<file path="config.mk">
export PLATFORM = sky130hd
export DESIGN_NAME = tempo_step_sequencer_top_flat
export DESIGN_NICKNAME = d
export VERILOG_FILES = /design/src/hdl/tss_pkg.sv /design/src/hdl/tss_if.sv /design/src/hdl/tss_div.sv /design/src/hdl/tempo_step_sequencer_top.sv /design/src/flat_wrapper.sv
export SDC_FILE = /design/constraint.sdc
export NUM_CORES = 1
export LEC_CHECK = 0
export ABC_AREA = 0
export BUFFER_PORTS_ARGS = -buffer_cell sky130_fd_sc_hd__buf_2
export CORE_MARGIN = 10
export CORE_UTILIZATION = 50
export CTS_BUF_LIST = sky130_fd_sc_hd__clkbuf_8
export DETAILED_ROUTE_END_ITERATION = 10
export PLACE_DENSITY_LB_ADDON = 0.05
export SLEW_MARGIN = 15
export SYNTH_ARGS = -nofsm -noshare
export SYNTH_HDL_FRONTEND = slang
export SYNTH_HIERARCHICAL = 1
export SYNTH_SLANG_ARGS = --single-unit
</file>
<file path="constraint.sdc">
create_clock -name clk -period 9.15 [get_ports clk]
set_input_delay 0.4575 -clock clk [delete_from_list [all_inputs] [get_ports clk]]
set_output_delay 0.4575 -clock clk [all_outputs]
set_load 0.01 [all_outputs]
</file>
<file path="src/hdl/tss_pkg.sv">
// ============================================================================
// tss_pkg: shared types and constants of the tempo step sequencer
// Field widths, command and note codes, divider constants and the
// request/response structs between the sequencer and its divider.
// ============================================================================
package tss_pkg;

  // Sequencer size and time base
  localparam int STEP_COUNT    = 8;
  localparam int MS_PER_MINUTE = 60000;
  localparam int STEP_W        = (STEP_COUNT > 1) ? $clog2(STEP_COUNT) : 1;

  // Item field widths
  localparam int CMD_W        = 2;
  localparam int SAMPLE_W     = 10;
  localparam int STEP_LINES_W = 8;
  localparam int CUR_STEP_W   = 3;
  localparam int TEMPO_W      = 17;
  localparam int NOTE_W       = 3;
  localparam int PERIOD_W     = 14;

  // Command codes
  localparam logic [CMD_W-1:0] CMD_TEMPO    = 2'd0;
  localparam logic [CMD_W-1:0] CMD_DIVISION = 2'd1;
  localparam logic [CMD_W-1:0] CMD_TICK     = 2'd2;

  // Note codes
  localparam logic [NOTE_W-1:0] NOTE_WHOLE     = 3'd0;
  localparam logic [NOTE_W-1:0] NOTE_HALF      = 3'd1;
  localparam logic [NOTE_W-1:0] NOTE_QUARTER   = 3'd2;
  localparam logic [NOTE_W-1:0] NOTE_EIGHTH    = 3'd3;
  localparam logic [NOTE_W-1:0] NOTE_SIXTEENTH = 3'd4;
  localparam logic [NOTE_W-1:0] NOTE_THIRTY2ND = 3'd5;
  localparam int                NOTE_MAX       = 5;

  // Tempo scaling: Q.8 tempo = sample * 75, floor at 20 BPM
  localparam logic [TEMPO_W-1:0] TEMPO_GAIN = 17'd75;
  localparam logic [TEMPO_W-1:0] TEMPO_MIN  = 17'd5120;

  // Period divider: numerator is ms per minute * 4 beats * 256 (Q.8)
  localparam int NUM_VAL    = MS_PER_MINUTE * 1024;
  localparam int NUM_W      = $clog2(NUM_VAL + 1);
  localparam int DEN_W      = TEMPO_W + NOTE_MAX;
  localparam int DIV_CNT_W  = $clog2(NUM_W + 1);
  localparam int PERIOD_MAX = 16383;

  // Reset values of the sequencer state
  localparam logic [NOTE_W-1:0]   NOTE_RESET   = NOTE_QUARTER;
  localparam logic [PERIOD_W-1:0] PERIOD_RESET = 14'd3000;

  typedef struct packed {
    logic             start;
    logic [DEN_W-1:0] den;
  } div_req_t;

  typedef struct packed {
    logic                done;
    logic [PERIOD_W-1:0] quotient;
  } div_rsp_t;

endpackage

</file>
<file path="src/hdl/tss_if.sv">
// ============================================================================
// tss_if: item channels of the tempo step sequencer
// Valid/ready channels for command items and for result items.
// ============================================================================
interface tss_in_if import tss_pkg::*; ();
  logic                valid;
  logic                ready;
  logic [CMD_W-1:0]    command;
  logic [SAMPLE_W-1:0] sample;

  modport source (output valid, output command, output sample, input ready);
  modport sink   (input valid, input command, input sample, output ready);
endinterface

interface tss_out_if import tss_pkg::*; ();
  logic                    valid;
  logic                    ready;
  logic [STEP_LINES_W-1:0] step_lines;
  logic [CUR_STEP_W-1:0]   current_step;
  logic [TEMPO_W-1:0]      tempo_fixed;
  logic [NOTE_W-1:0]       note_code;
  logic [PERIOD_W-1:0]     period_ms;

  modport source (output valid, output step_lines, output current_step,
                  output tempo_fixed, output note_code, output period_ms,
                  input ready);
  modport sink   (input valid, input step_lines, input current_step,
                  input tempo_fixed, input note_code, input period_ms,
                  output ready);
endinterface

</file>
<file path="src/hdl/tss_div.sv">
// ============================================================================
// tss_div: bit-serial period divider
// Restoring division of the fixed numerator by the shifted tempo, one
// quotient bit per cycle, result saturated to the period width.
// ============================================================================
module tss_div import tss_pkg::*; (
  input  logic     clk,
  input  logic     rst_n,
  input  div_req_t req,
  output div_rsp_t rsp
);

  logic                 busy_r,  busy_nxt;
  logic                 done_r,  done_nxt;
  logic [DIV_CNT_W-1:0] cnt_r,   cnt_nxt;
  logic [DEN_W-1:0]     den_r,   den_nxt;
  logic [DEN_W-1:0]     rem_r,   rem_nxt;
  logic [NUM_W-1:0]     quot_r,  quot_nxt;

  logic [DEN_W:0] trial;
  logic [DEN_W:0] diff;
  logic           fits;

  // Shift the next dividend bit into the partial remainder and try a subtract
  assign trial = {rem_r, quot_r[NUM_W-1]};
  assign diff  = trial - {1'b0, den_r};
  assign fits  = (trial >= {1'b0, den_r});

  always_comb begin
    busy_nxt = busy_r;
    done_nxt = 1'b0;
    cnt_nxt  = cnt_r;
    den_nxt  = den_r;
    rem_nxt  = rem_r;
    quot_nxt = quot_r;
    if (req.start) begin
      busy_nxt = 1'b1;
      cnt_nxt  = '0;
      den_nxt  = req.den;
      rem_nxt  = '0;
      quot_nxt = NUM_W'(NUM_VAL);
    end else if (busy_r) begin
      rem_nxt  = fits ? diff[DEN_W-1:0] : trial[DEN_W-1:0];
      quot_nxt = {quot_r[NUM_W-2:0], fits};
      cnt_nxt  = cnt_r + 1'b1;
      if (cnt_r == DIV_CNT_W'(NUM_W - 1)) begin
        busy_nxt = 1'b0;
        done_nxt = 1'b1;
      end
    end
  end

  always_ff @(posedge clk) begin
    if (!rst_n) begin
      busy_r <= 1'b0;
      done_r <= 1'b0;
      cnt_r  <= '0;
    end else begin
      busy_r <= busy_nxt;
      done_r <= done_nxt;
      cnt_r  <= cnt_nxt;
    end
    den_r  <= den_nxt;
    rem_r  <= rem_nxt;
    quot_r <= quot_nxt;
  end

  // Clamp the quotient to the widest period
  assign rsp.done     = done_r;
  assign rsp.quotient = (quot_r > NUM_W'(PERIOD_MAX)) ? PERIOD_W'(PERIOD_MAX)
                                                      : quot_r[PERIOD_W-1:0];

endmodule

</file>
<file path="src/hdl/tempo_step_sequencer_top.sv">
// ============================================================================
// tempo_step_sequencer_top: tempo / note-division step sequencer
// Tempo and division knob samples plus a millisecond tick drive a one-hot
// step output; each command item yields one result item with the state.
// ============================================================================
// Path: tempo samples, ticks and unused codes go from accept through the
//   result state to the output register; a division sample also waits in the
//   divide state until the bit-serial period divider is done.
// Throughput: one item at a time; a new item is taken once the previous one
//   has reached the output register, which may still be waiting to drain.
// Reset (rst_n, synchronous, active low): 20 BPM, quarter note, 3000 ms
//   period, step 0, tick count 0, no result pending.
module tempo_step_sequencer_top import tss_pkg::*; (
  input  logic             clk,
  input  logic             rst_n,
  tss_in_if.sink           in_item,
  tss_out_if.source        out_item
);

  // Sequencer control
  typedef enum logic [2:0] {
    ST_IDLE   = 3'b001,
    ST_DIV    = 3'b010,
    ST_RESULT = 3'b100
  } state_t;

  localparam logic [STEP_W-1:0] STEP_LAST = STEP_W'(STEP_COUNT - 1);

  // Division bands: an exact edge belongs to the upper band
  localparam logic [SAMPLE_W-1:0] BAND_HALF      = 10'd170;
  localparam logic [SAMPLE_W-1:0] BAND_QUARTER   = 10'd340;
  localparam logic [SAMPLE_W-1:0] BAND_EIGHTH    = 10'd510;
  localparam logic [SAMPLE_W-1:0] BAND_SIXTEENTH = 10'd680;
  localparam logic [SAMPLE_W-1:0] BAND_THIRTY2ND = 10'd850;

  state_t state_r, state_nxt;

  // Sequencer state
  logic [TEMPO_W-1:0]  tempo_r,  tempo_nxt;
  logic [NOTE_W-1:0]   note_r,   note_nxt;
  logic [PERIOD_W-1:0] period_r, period_nxt;
  logic [PERIOD_W-1:0] tick_r,   tick_nxt;
  logic [STEP_W-1:0]   step_r,   step_nxt;

  // Output register
  logic                    out_valid_r, out_valid_nxt;
  logic [STEP_LINES_W-1:0] out_lines_r, out_lines_nxt;
  logic [CUR_STEP_W-1:0]   out_step_r,  out_step_nxt;
  logic [TEMPO_W-1:0]      out_tempo_r, out_tempo_nxt;
  logic [NOTE_W-1:0]       out_note_r,  out_note_nxt;
  logic [PERIOD_W-1:0]     out_period_r, out_period_nxt;

  logic               in_fire;
  logic               out_free;
  logic [TEMPO_W-1:0] tempo_prod;
  logic [NOTE_W-1:0]  band_note;
  logic [PERIOD_W-1:0] tick_inc;
  logic [3:0]         step_ext;

  div_req_t div_req;
  div_rsp_t div_rsp;

  tss_div u_div (
    .clk   (clk),
    .rst_n (rst_n),
    .req   (div_req),
    .rsp   (div_rsp)
  );

  assign in_item.ready = (state_r == ST_IDLE);
  assign in_fire       = in_item.valid && in_item.ready;
  assign out_free      = !out_valid_r || out_item.ready;

  // Tempo in Q.8: sample * 75 / 256 BPM
  assign tempo_prod = TEMPO_W'(in_item.sample) * TEMPO_GAIN;
  assign tick_inc   = tick_r + 1'b1;
  assign step_ext   = 4'(step_r);

  // Pick the note length from the division knob
  always_comb begin
    priority if (in_item.sample < BAND_HALF)      band_note = NOTE_WHOLE;
    else if     (in_item.sample < BAND_QUARTER)   band_note = NOTE_HALF;
    else if     (in_item.sample < BAND_EIGHTH)    band_note = NOTE_QUARTER;
    else if     (in_item.sample < BAND_SIXTEENTH) band_note = NOTE_EIGHTH;
    else if     (in_item.sample < BAND_THIRTY2ND) band_note = NOTE_SIXTEENTH;
    else                                          band_note = NOTE_THIRTY2ND;
  end

  always_comb begin
    state_nxt      = state_r;
    tempo_nxt      = tempo_r;
    note_nxt       = note_r;
    period_nxt     = period_r;
    tick_nxt       = tick_r;
    step_nxt       = step_r;
    out_valid_nxt  = out_valid_r && !out_item.ready;
    out_lines_nxt  = out_lines_r;
    out_step_nxt   = out_step_r;
    out_tempo_nxt  = out_tempo_r;
    out_note_nxt   = out_note_r;
    out_period_nxt = out_period_r;
    div_req.start  = 1'b0;
    div_req.den    = DEN_W'(tempo_r) << band_note;

    unique case (state_r)
      ST_IDLE: begin
        if (in_fire) begin
          state_nxt = ST_RESULT;
          priority if (in_item.command == CMD_TEMPO) begin
            // Hold the tempo at or above 20 BPM
            tempo_nxt = (tempo_prod <= TEMPO_MIN) ? TEMPO_MIN : tempo_prod;
          end else if (in_item.command == CMD_DIVISION) begin
            // Store the note and launch the period division
            note_nxt      = band_note;
            div_req.start = 1'b1;
            state_nxt     = ST_DIV;
          end else if (in_item.command == CMD_TICK) begin
            // Count the tick; advance the step once the period is used up
            if (tick_inc >= period_r) begin
              tick_nxt = '0;
              step_nxt = (step_r == STEP_LAST) ? '0 : step_r + 1'b1;
            end else begin
              tick_nxt = tick_inc;
            end
          end else begin
            // Unused code: report the state unchanged
            tick_nxt = tick_r;
          end
        end
      end
      ST_DIV: begin
        if (div_rsp.done) begin
          period_nxt = div_rsp.quotient;
          state_nxt  = ST_RESULT;
        end
      end
      ST_RESULT: begin
        // Load the output register once the previous result has left
        if (out_free) begin
          out_valid_nxt  = 1'b1;
          out_lines_nxt  = STEP_LINES_W'(16'd1 << step_ext);
          out_step_nxt   = step_ext[CUR_STEP_W-1:0];
          out_tempo_nxt  = tempo_r;
          out_note_nxt   = note_r;
          out_period_nxt = period_r;
          state_nxt      = ST_IDLE;
        end
      end
      default: begin
        state_nxt = ST_IDLE;
      end
    endcase
  end

  always_ff @(posedge clk) begin
    if (!rst_n) begin
      state_r     <= ST_IDLE;
      tempo_r     <= TEMPO_MIN;
      note_r      <= NOTE_RESET;
      period_r    <= PERIOD_RESET;
      tick_r      <= '0;
      step_r      <= '0;
      out_valid_r <= 1'b0;
    end else begin
      state_r     <= state_nxt;
      tempo_r     <= tempo_nxt;
      note_r      <= note_nxt;
      period_r    <= period_nxt;
      tick_r      <= tick_nxt;
      step_r      <= step_nxt;
      out_valid_r <= out_valid_nxt;
    end
    out_lines_r  <= out_lines_nxt;
    out_step_r   <= out_step_nxt;
    out_tempo_r  <= out_tempo_nxt;
    out_note_r   <= out_note_nxt;
    out_period_r <= out_period_nxt;
  end

  assign out_item.valid        = out_valid_r;
  assign out_item.step_lines   = out_lines_r;
  assign out_item.current_step = out_step_r;
  assign out_item.tempo_fixed  = out_tempo_r;
  assign out_item.note_code    = out_note_r;
  assign out_item.period_ms    = out_period_r;

endmodule

</file>
<file path="src/flat_wrapper.sv">
// flat-port wrapper written by rule: the top's interface ports become plain ports
module tempo_step_sequencer_top_flat import tss_pkg::*;
  (clk, rst_n, in_item_valid, in_item_command, in_item_sample, in_item_ready, out_item_valid, out_item_step_lines, out_item_current_step, out_item_tempo_fixed, out_item_note_code, out_item_period_ms, out_item_ready);
  tss_in_if in_item_i ();
  tss_out_if out_item_i ();
  input  logic clk;
  input  logic rst_n;
  input wire logic [$bits(in_item_i.valid)-1:0] in_item_valid;
  input wire logic [$bits(in_item_i.command)-1:0] in_item_command;
  input wire logic [$bits(in_item_i.sample)-1:0] in_item_sample;
  output wire logic [$bits(in_item_i.ready)-1:0] in_item_ready;
  output wire logic [$bits(out_item_i.valid)-1:0] out_item_valid;
  output wire logic [$bits(out_item_i.step_lines)-1:0] out_item_step_lines;
  output wire logic [$bits(out_item_i.current_step)-1:0] out_item_current_step;
  output wire logic [$bits(out_item_i.tempo_fixed)-1:0] out_item_tempo_fixed;
  output wire logic [$bits(out_item_i.note_code)-1:0] out_item_note_code;
  output wire logic [$bits(out_item_i.period_ms)-1:0] out_item_period_ms;
  input wire logic [$bits(out_item_i.ready)-1:0] out_item_ready;
  assign in_item_i.valid = in_item_valid;
  assign in_item_i.command = in_item_command;
  assign in_item_i.sample = in_item_sample;
  assign in_item_ready = in_item_i.ready;
  assign out_item_valid = out_item_i.valid;
  assign out_item_step_lines = out_item_i.step_lines;
  assign out_item_current_step = out_item_i.current_step;
  assign out_item_tempo_fixed = out_item_i.tempo_fixed;
  assign out_item_note_code = out_item_i.note_code;
  assign out_item_period_ms = out_item_i.period_ms;
  assign out_item_i.ready = out_item_ready;
  tempo_step_sequencer_top u_core (.clk(clk), .rst_n(rst_n), .in_item(in_item_i), .out_item(out_item_i));
endmodule
</file>
## Yosys cells after proc, flatten, opt, wreduce, memory -nomap -nowiden

Cells that the tools add are included.

| word-level totals | value |
|---|---|
| register bits | 177 |
| input port bits | 16 |
| output and inout port bits | 47 |
| logic and storage cells | 89 |

| operators by class | value |
|---|---|
| add/subtract/negate cells | 4 |
| $mul | 1 |
| $lt $le $gt $ge | 9 |
| eq/ne operators | 10 |
| shift operators | 2 |
| multiplexer cells | 26 |
| bitwise operators | 4 |
| reductions and logical operators | 15 |

Operators with widths:

| operator | number |
|---|---|
| 3-bit two-way mux | 10 |
| 14-bit two-way mux | 2 |
| 26-bit by 14-bit > comparator with 1-bit output, second input constant | 1 |
| 23-bit by 22-bit >= comparator with 1-bit output | 1 |
| 22-bit two-way mux | 1 |
| 17-bit by 3-bit left shift with 22-bit output | 1 |
| 22-bit subtractor | 1 |
| 10-bit less-than comparator, second input constant | 2 |
| 10-bit by 9-bit less-than comparator with 1-bit output, second input constant | 2 |
| 17-bit by 13-bit less-or-equal comparator with 1-bit output, second input constant | 1 |
| 10-bit by 7-bit multiplier with 17-bit output, second input constant | 1 |
| 17-bit two-way mux | 1 |
| 14-bit by 1-bit adder with 14-bit output, second input constant | 1 |
| 14-bit >= comparator | 1 |
| 1-bit two-way mux | 11 |
| 10-bit by 8-bit less-than comparator with 1-bit output, second input constant | 1 |
| 3-bit case mux with 3 select lines | 1 |
| 1-bit by 3-bit left shift with 8-bit output, first input constant | 1 |
| 3-bit == test, second input constant | 2 |
| 3-bit AND reduction | 2 |
| 6-bit AND reduction | 1 |
| 5-bit by 1-bit adder with 5-bit output, second input constant | 1 |
| 5-bit == test, second input constant | 1 |
| 5-bit AND reduction | 1 |
| 16 further kinds | 23 |

## Logic depth before layout (Yosys ltp)

| depth | value |
|---|---|
| depth in word-level cells | 7 |
| mapped depth | 14 |
| gate-level depth less buffers | 14 |

## Cells and area by module

The synthesis kept the hierarchy.

By module, submodules not included:

| module | instances | cells an instance | area each (µm²) | sequential area each (µm²) |
|---|---|---|---|---|
| tempo_step_sequencer_top | 1 | 648 | 6,264.8 | 2,452.4 |
| tss_div | 1 | 467 | 4,388.0 | 1,761.7 |

## Least setup slack after synthesis

OpenSTA, ideal clock, no wires.

| timing path | value |
|---|---|
| path kind | input to register |
| start | input in_item_command[1] |
| end | register u_core.u_div.rem_r[21] |
| library setup time | 0.122 ns |
| arrival | 4.556 ns |
| required time | 9.028 ns |
| path slack | 4.473 ns |
| cell stages on the path | 6 |
| path buffers | 0 |
| cell sequence | nand2b_1 nor4_1 inv_1 nand2_1 nor2_1 a221o_1 |

RTL lines:

| what | line | source |
|---|---|---|
| start, declared | flat_wrapper.sv:9 | `input wire logic [$bits(in_item_i.command)-1:0] in_item_command;` |
| end signal, assigned | tss_div.sv:64 | `rem_r <= rem_nxt;` |
| end, declared | tss_div.sv:17 | `logic [DEN_W-1:0] rem_r, rem_nxt;` |

## Worst setup path after layout

| timing path | value |
|---|---|
| start | input in_item_sample[4] |
| end | register u_core.tempo_r[5] |

| on the way | value |
|---|---|
| longest elaborated chain between the ends | 3 |

RTL lines:

| what | line | source |
|---|---|---|
| start, declared | flat_wrapper.sv:10 | `input wire logic [$bits(in_item_i.sample)-1:0] in_item_sample;` |
| 10-bit by 7-bit multiplier with 17-bit output * | tempo_step_sequencer_top.sv:75 | `assign tempo_prod = TEMPO_W'(in_item.sample) * TEMPO_GAIN;` |
| 17-bit by 13-bit less-or-equal comparator with 1-bit output | tempo_step_sequencer_top.sv:111 | `tempo_nxt = (tempo_prod <= TEMPO_MIN) ? TEMPO_MIN : tempo_prod;` |
| 17-bit two-way mux * | tempo_step_sequencer_top.sv:111 |  |
| end signal, assigned | tempo_step_sequencer_top.sv:166 | `tempo_r <= tempo_nxt;` |
| end, declared | tempo_step_sequencer_top.sv:39 | `logic [TEMPO_W-1:0] tempo_r, tempo_nxt;` |

Mark *: on every way between the ends. The rest lies on a longest branch, timed or not.
A chain may end at the register's enable or synchronous reset.

==> impl_summary.log <==
INFO  metric synth.yosys.warnings = 6
INFO  metric synthesis.instances = 1115
INFO  metric crit_path_top_delay_cell = fa_1
INFO  metric numCtsBuffers = 17
INFO  metric seq_area_frac_synth = 39.56%
INFO  metric final_max_slew_viols = 0
INFO  metric final-hold-violation-count = 0
INFO  metric clock-skew-final = 0.02330 ns
INFO  metric antenna_violating_nets_post_route = 0
INFO  metric die_area = 27540 um2
INFO  metric synth_edf_count = 67
INFO  metric grt_use_total = 17.14%
INFO  metric yosys_most_used_dff = dfxtp_1
INFO  metric timing.final.crit_period = 4.248 ns
INFO  metric share_clk_of_total_power = 20.2%
INFO  metric insertedDiodeCount = 0
INFO  metric routed_via_density = 5.527
INFO  metric detail_route.wirelength = 23730 um
INFO  metric nets_in_the_synthesized_netlist = 1231
INFO  metric finish.net_count = 1269
INFO  metric grt_antenna_before_repair = 0
INFO  metric path_category_of_the_worst_min_delay_check = input port to flop
INFO  metric synth.lib_cells_used.distinct = 83
INFO  metric netSwitchingFraction = 38.86%
INFO  metric p_per_area = 218.6 nW/um2
INFO  metric grt_first_pass_wirelength = 39900 um
INFO  metric cts_tree = done
INFO  metric setup_tns = 0 ns
INFO  metric startpoint_type = input port
INFO  metric core = 21020 um2
INFO  metric first_global_vias = 7777
INFO  metric async_s_r_ff_share_synth = 0%
INFO  metric timing.critical_path.slowest_cell_delay = 0.51 ns
INFO  metric dieWidth = 166.0 um
INFO  metric worst_slew_margin_rel = 27.61%
INFO  metric p_leak = 4.597 nW
INFO  metric io_buffer_count = 62
INFO  metric share_comb_of_total_power = 40.6%
INFO  metric clock_transition_at_the_registers_of_the_reported_paths = 0.10 ns
INFO  metric synth_area = 10650 um2
INFO  metric grt_max_degree = 70
INFO  metric clk_latency_worst_skew_pair = 0.47 ns
INFO  metric run_status = finished, final reports clean
INFO  metric sequential_share_of_power = 39.2%
INFO  metric worstPathMaxFanout = 8
INFO  metric ff2ff_setup_slack = 5.78 ns
INFO  metric global_route.overflow_total = 0
INFO  metric post-route-drc-count = 0
INFO  metric core.rowCount = 53
INFO  metric first_iter_violations = 493
INFO  metric detailroute.via_count = 7964
INFO  metric synth_top_family_by_area = simple AND/OR/NAND/NOR gates
INFO  metric die_y = 166.0 um
INFO  metric timing.fmax = 0.2354 GHz
INFO  metric crit_path_class = input port to flop
INFO  metric clockRootBuffer = clkbuf_8
INFO  metric worst_ep_required_time = 9.49 ns
INFO  metric syn-mean-instance-area = 9.554 um2
INFO  metric irDropWorstVdd = 0.08740 mV
INFO  metric final_layout_size_suffix_gt1_share = 12.44%
INFO  metric hold_ws = 0.3284 ns
INFO  metric floorplan.initialDensity = 50.68%
INFO  metric timing.critical_path.to_type = flop
INFO  metric clock_sinks = 177
INFO  metric detail_route.wl_per_cell = 16.47 um
INFO  metric crit_path_frequent_cell = ha_1
INFO  metric power.switching = 0.9769 mW
INFO  metric post-cts-setup-buffer-count = 0
INFO  metric cp.arrival = 4.59 ns
INFO  metric cts_max_level = 4
INFO  metric area_growth_from_synthesis_to_layout = 7.975%
INFO  metric ctsLongestPathBuffers = 2
INFO  metric post_synth_mux_area_share = 7.188%
INFO  metric post-place-ws = 4.427 ns
INFO  metric yosys_register_bits = 177
INFO  metric filler_cell_count = 1935
INFO  metric setup_viol = 0
INFO  metric cts-hold-fix-buffers = 0
INFO  metric io-pin-count = 63
INFO  metric p_int = 1.537 mW
INFO  metric layout.cells.non_filler = 1441
INFO  metric postCtsResizedCells = 0
INFO  metric crit_path_cell_trace = buf_2 > ha_1 > ha_1 > inv_1 > fa_1 > fa_1 > inv_1 > ha_1 > a211oi_1 > o21ai_2 > a2111oi_0 > nor3_1 > or3b_4 > o31ai_4 > o21ai_0
INFO  metric post_synth_fa_ha_maj_area_fraction = 12.59%
INFO  metric max-cap-violations = 0
INFO  metric power.total = 2.514 mW
INFO  metric layout_setup_ws = 4.902 ns
INFO  metric place_congestion = 0.8458
INFO  metric post_synth_and_or_nand_nor_area_fraction = 16.14%
INFO  metric grt_setup_unrepaired = false
INFO  metric share_of_the_synthesized_area_in_compound_gates_ao_oa_aoi_oai = 15.67%
INFO  metric drt_first_pass_iters = 5
INFO  metric hpwl_reported_at_the_end_of_detailed_placement = 17540 um
INFO  metric worst_pin_slew = 1.086 ns
INFO  metric dp_cells = 1409
INFO  metric synthXorXnorAreaFrac = 3.946%
INFO  metric layout_worst_path_cycle_share = 46.43%
==> state kept, by name, summed over array words and instances (netlist names), 5 cells and up <==
name	cells
u_core/u_div/quot_r	26
u_core/u_div/den_r	22
u_core/u_div/rem_r	22
u_core/out_item.tempo_fixed	17
u_core/tempo_r	17
u_core/out_item.period_ms	14
u_core/period_r	14
u_core/tick_r	14
u_core/out_item.step_lines	8
u_core/u_div/cnt_r	5
==> power by group through the flow <==
| stage | Combinational (mW) | Sequential, mW | Clock, mW |
|---|---|---|---|
| finish | 1.02 | 0.986 | 0.508 |
| global route | 1.15 | 1.00 | 0.562 |
| CTS | 1.02 | 0.986 | 0.527 |
| detailed placement | 1.02 | 1.00 | 0 |
| global placement | 1.01 | 1.00 | 0 |
| floorplan | 0.839 | 0.979 | 0 |
==> cell type report <==
class / instances / area (um2) / area share [%]
Clock buffer: 18 / 247.7 / 2.154
Clock inverter: 14 / 118.9 / 1.033
Inverter: 75 / 281.5 / 2.448
Multi-Input combinational cell: 813 / 5932 / 51.57
Sequential cell: 177 / 4215 / 36.65
Tap cell: 275 / 344.1 / 2.991
Timing Repair Buffer: 69 / 362.8 / 3.155
==> per-stage QoR <==
step                      util (%)  cell area (um2)
after CTS                    54.72            11500
final                        54.72            11500
after detailed placement     52.97            11140
after floorplan                  -            10650
after global placement       52.97            11140
after global routing         54.72            11500
==> per-layer routing <==
layer  global-route usage, %  up-vias  wire [um]  share of wire [%]
met5                       0        -          0                  0
met4                   3.775        0        223               0.94
met3                   4.259       19        963                4.1
met2                   26.81      101      10530                 44
met1                   23.35     3724      12020                 51
li1                        -     4120          -                  -
==> cell usage after synthesis (7+ instances only) <==
master / instances / area share [%]
a211oi_1: 20 / 1.4
a21o_1: 22 / 1.6
a21oi_1: 50 / 2.3
and2_1: 8 / 0.47
and3_1: 15 / 0.88
clkbuf_1: 33 / 1.2
dfxtp_1: 110 / 21
edfxtp_1: 67 / 19
fa_1: 12 / 2.3
ha_1: 88 / 10
inv_1: 74 / 2.6
mux2_2: 8 / 0.85
mux2i_1: 65 / 6.1
nand2_1: 118 / 4.2
nand3_1: 20 / 0.94
nand4_1: 7 / 0.41
nor2_1: 87 / 3.1
nor2b_1: 12 / 0.70
nor3_1: 27 / 1.3
nor4_1: 9 / 0.53
o211ai_1: 20 / 1.4
o21ai_0: 30 / 1.4
o221ai_1: 9 / 0.74
or2_2: 16 / 0.94
xnor2_1: 25 / 2.1
xor2_1: 23 / 1.9
==> path summary, 6_finish.rpt <==
check / start / end / depth (start not counted)
worst max-delay path: in_item_sample[4] / u_core/tempo_r[5]$_SDFFE_PN0P_ / 15
worst max register to register: u_core/tick_r[0]$_SDFFE_PN0P_ / u_core/tick_r[2]$_SDFFE_PN0P_ / 14
worst min register to register: u_core/period_r[3]$_SDFFE_PN1P_ / u_core/out_item.period_ms[3]$_DFFE_PP_ / 0
worst min-delay path: out_item_ready / u_core/out_item.valid$_SDFF_PN0_ / 3
==> critical path, delay by kind of cell <==
| kind | cells | cell delay (ns) |
|---|---|---|
| buf+inv | 3 | 0.24 |
| fa+ha+maj | 5 | 1.82 |
| simple gates | 2 | 0.58 |
| compound gates | 5 | 1.48 |
==> cells by family (layout without fill, tap and decap cells) <==
kind of cell | count (synthesis) | count (layout)
AO/OA/AOI/OAI | 233 | 233
XOR/XNOR | 48 | 48
adder cells (fa/ha/maj) | 100 | 100
buffers and inverters | 125 | 176
flip-flops | 177 | 177
multiplexers | 75 | 75
AND/OR/NAND/NOR | 357 | 357
==> placed cells by master (no fill, tap or decap), types with 30 or more instances in the layout <==
| cell type | instances |
|---|---|
| o21ai_0 | 30 |
| nand2_1 | 118 |
| ha_1 | 88 |
| buf_2 | 62 |
| edfxtp_1 | 67 |
| a21oi_1 | 50 |
| inv_1 | 74 |
| dfxtp_1 | 109 |
| nor2_1 | 87 |
| mux2i_1 | 65 |
Power figures use the tool's default switching activity.
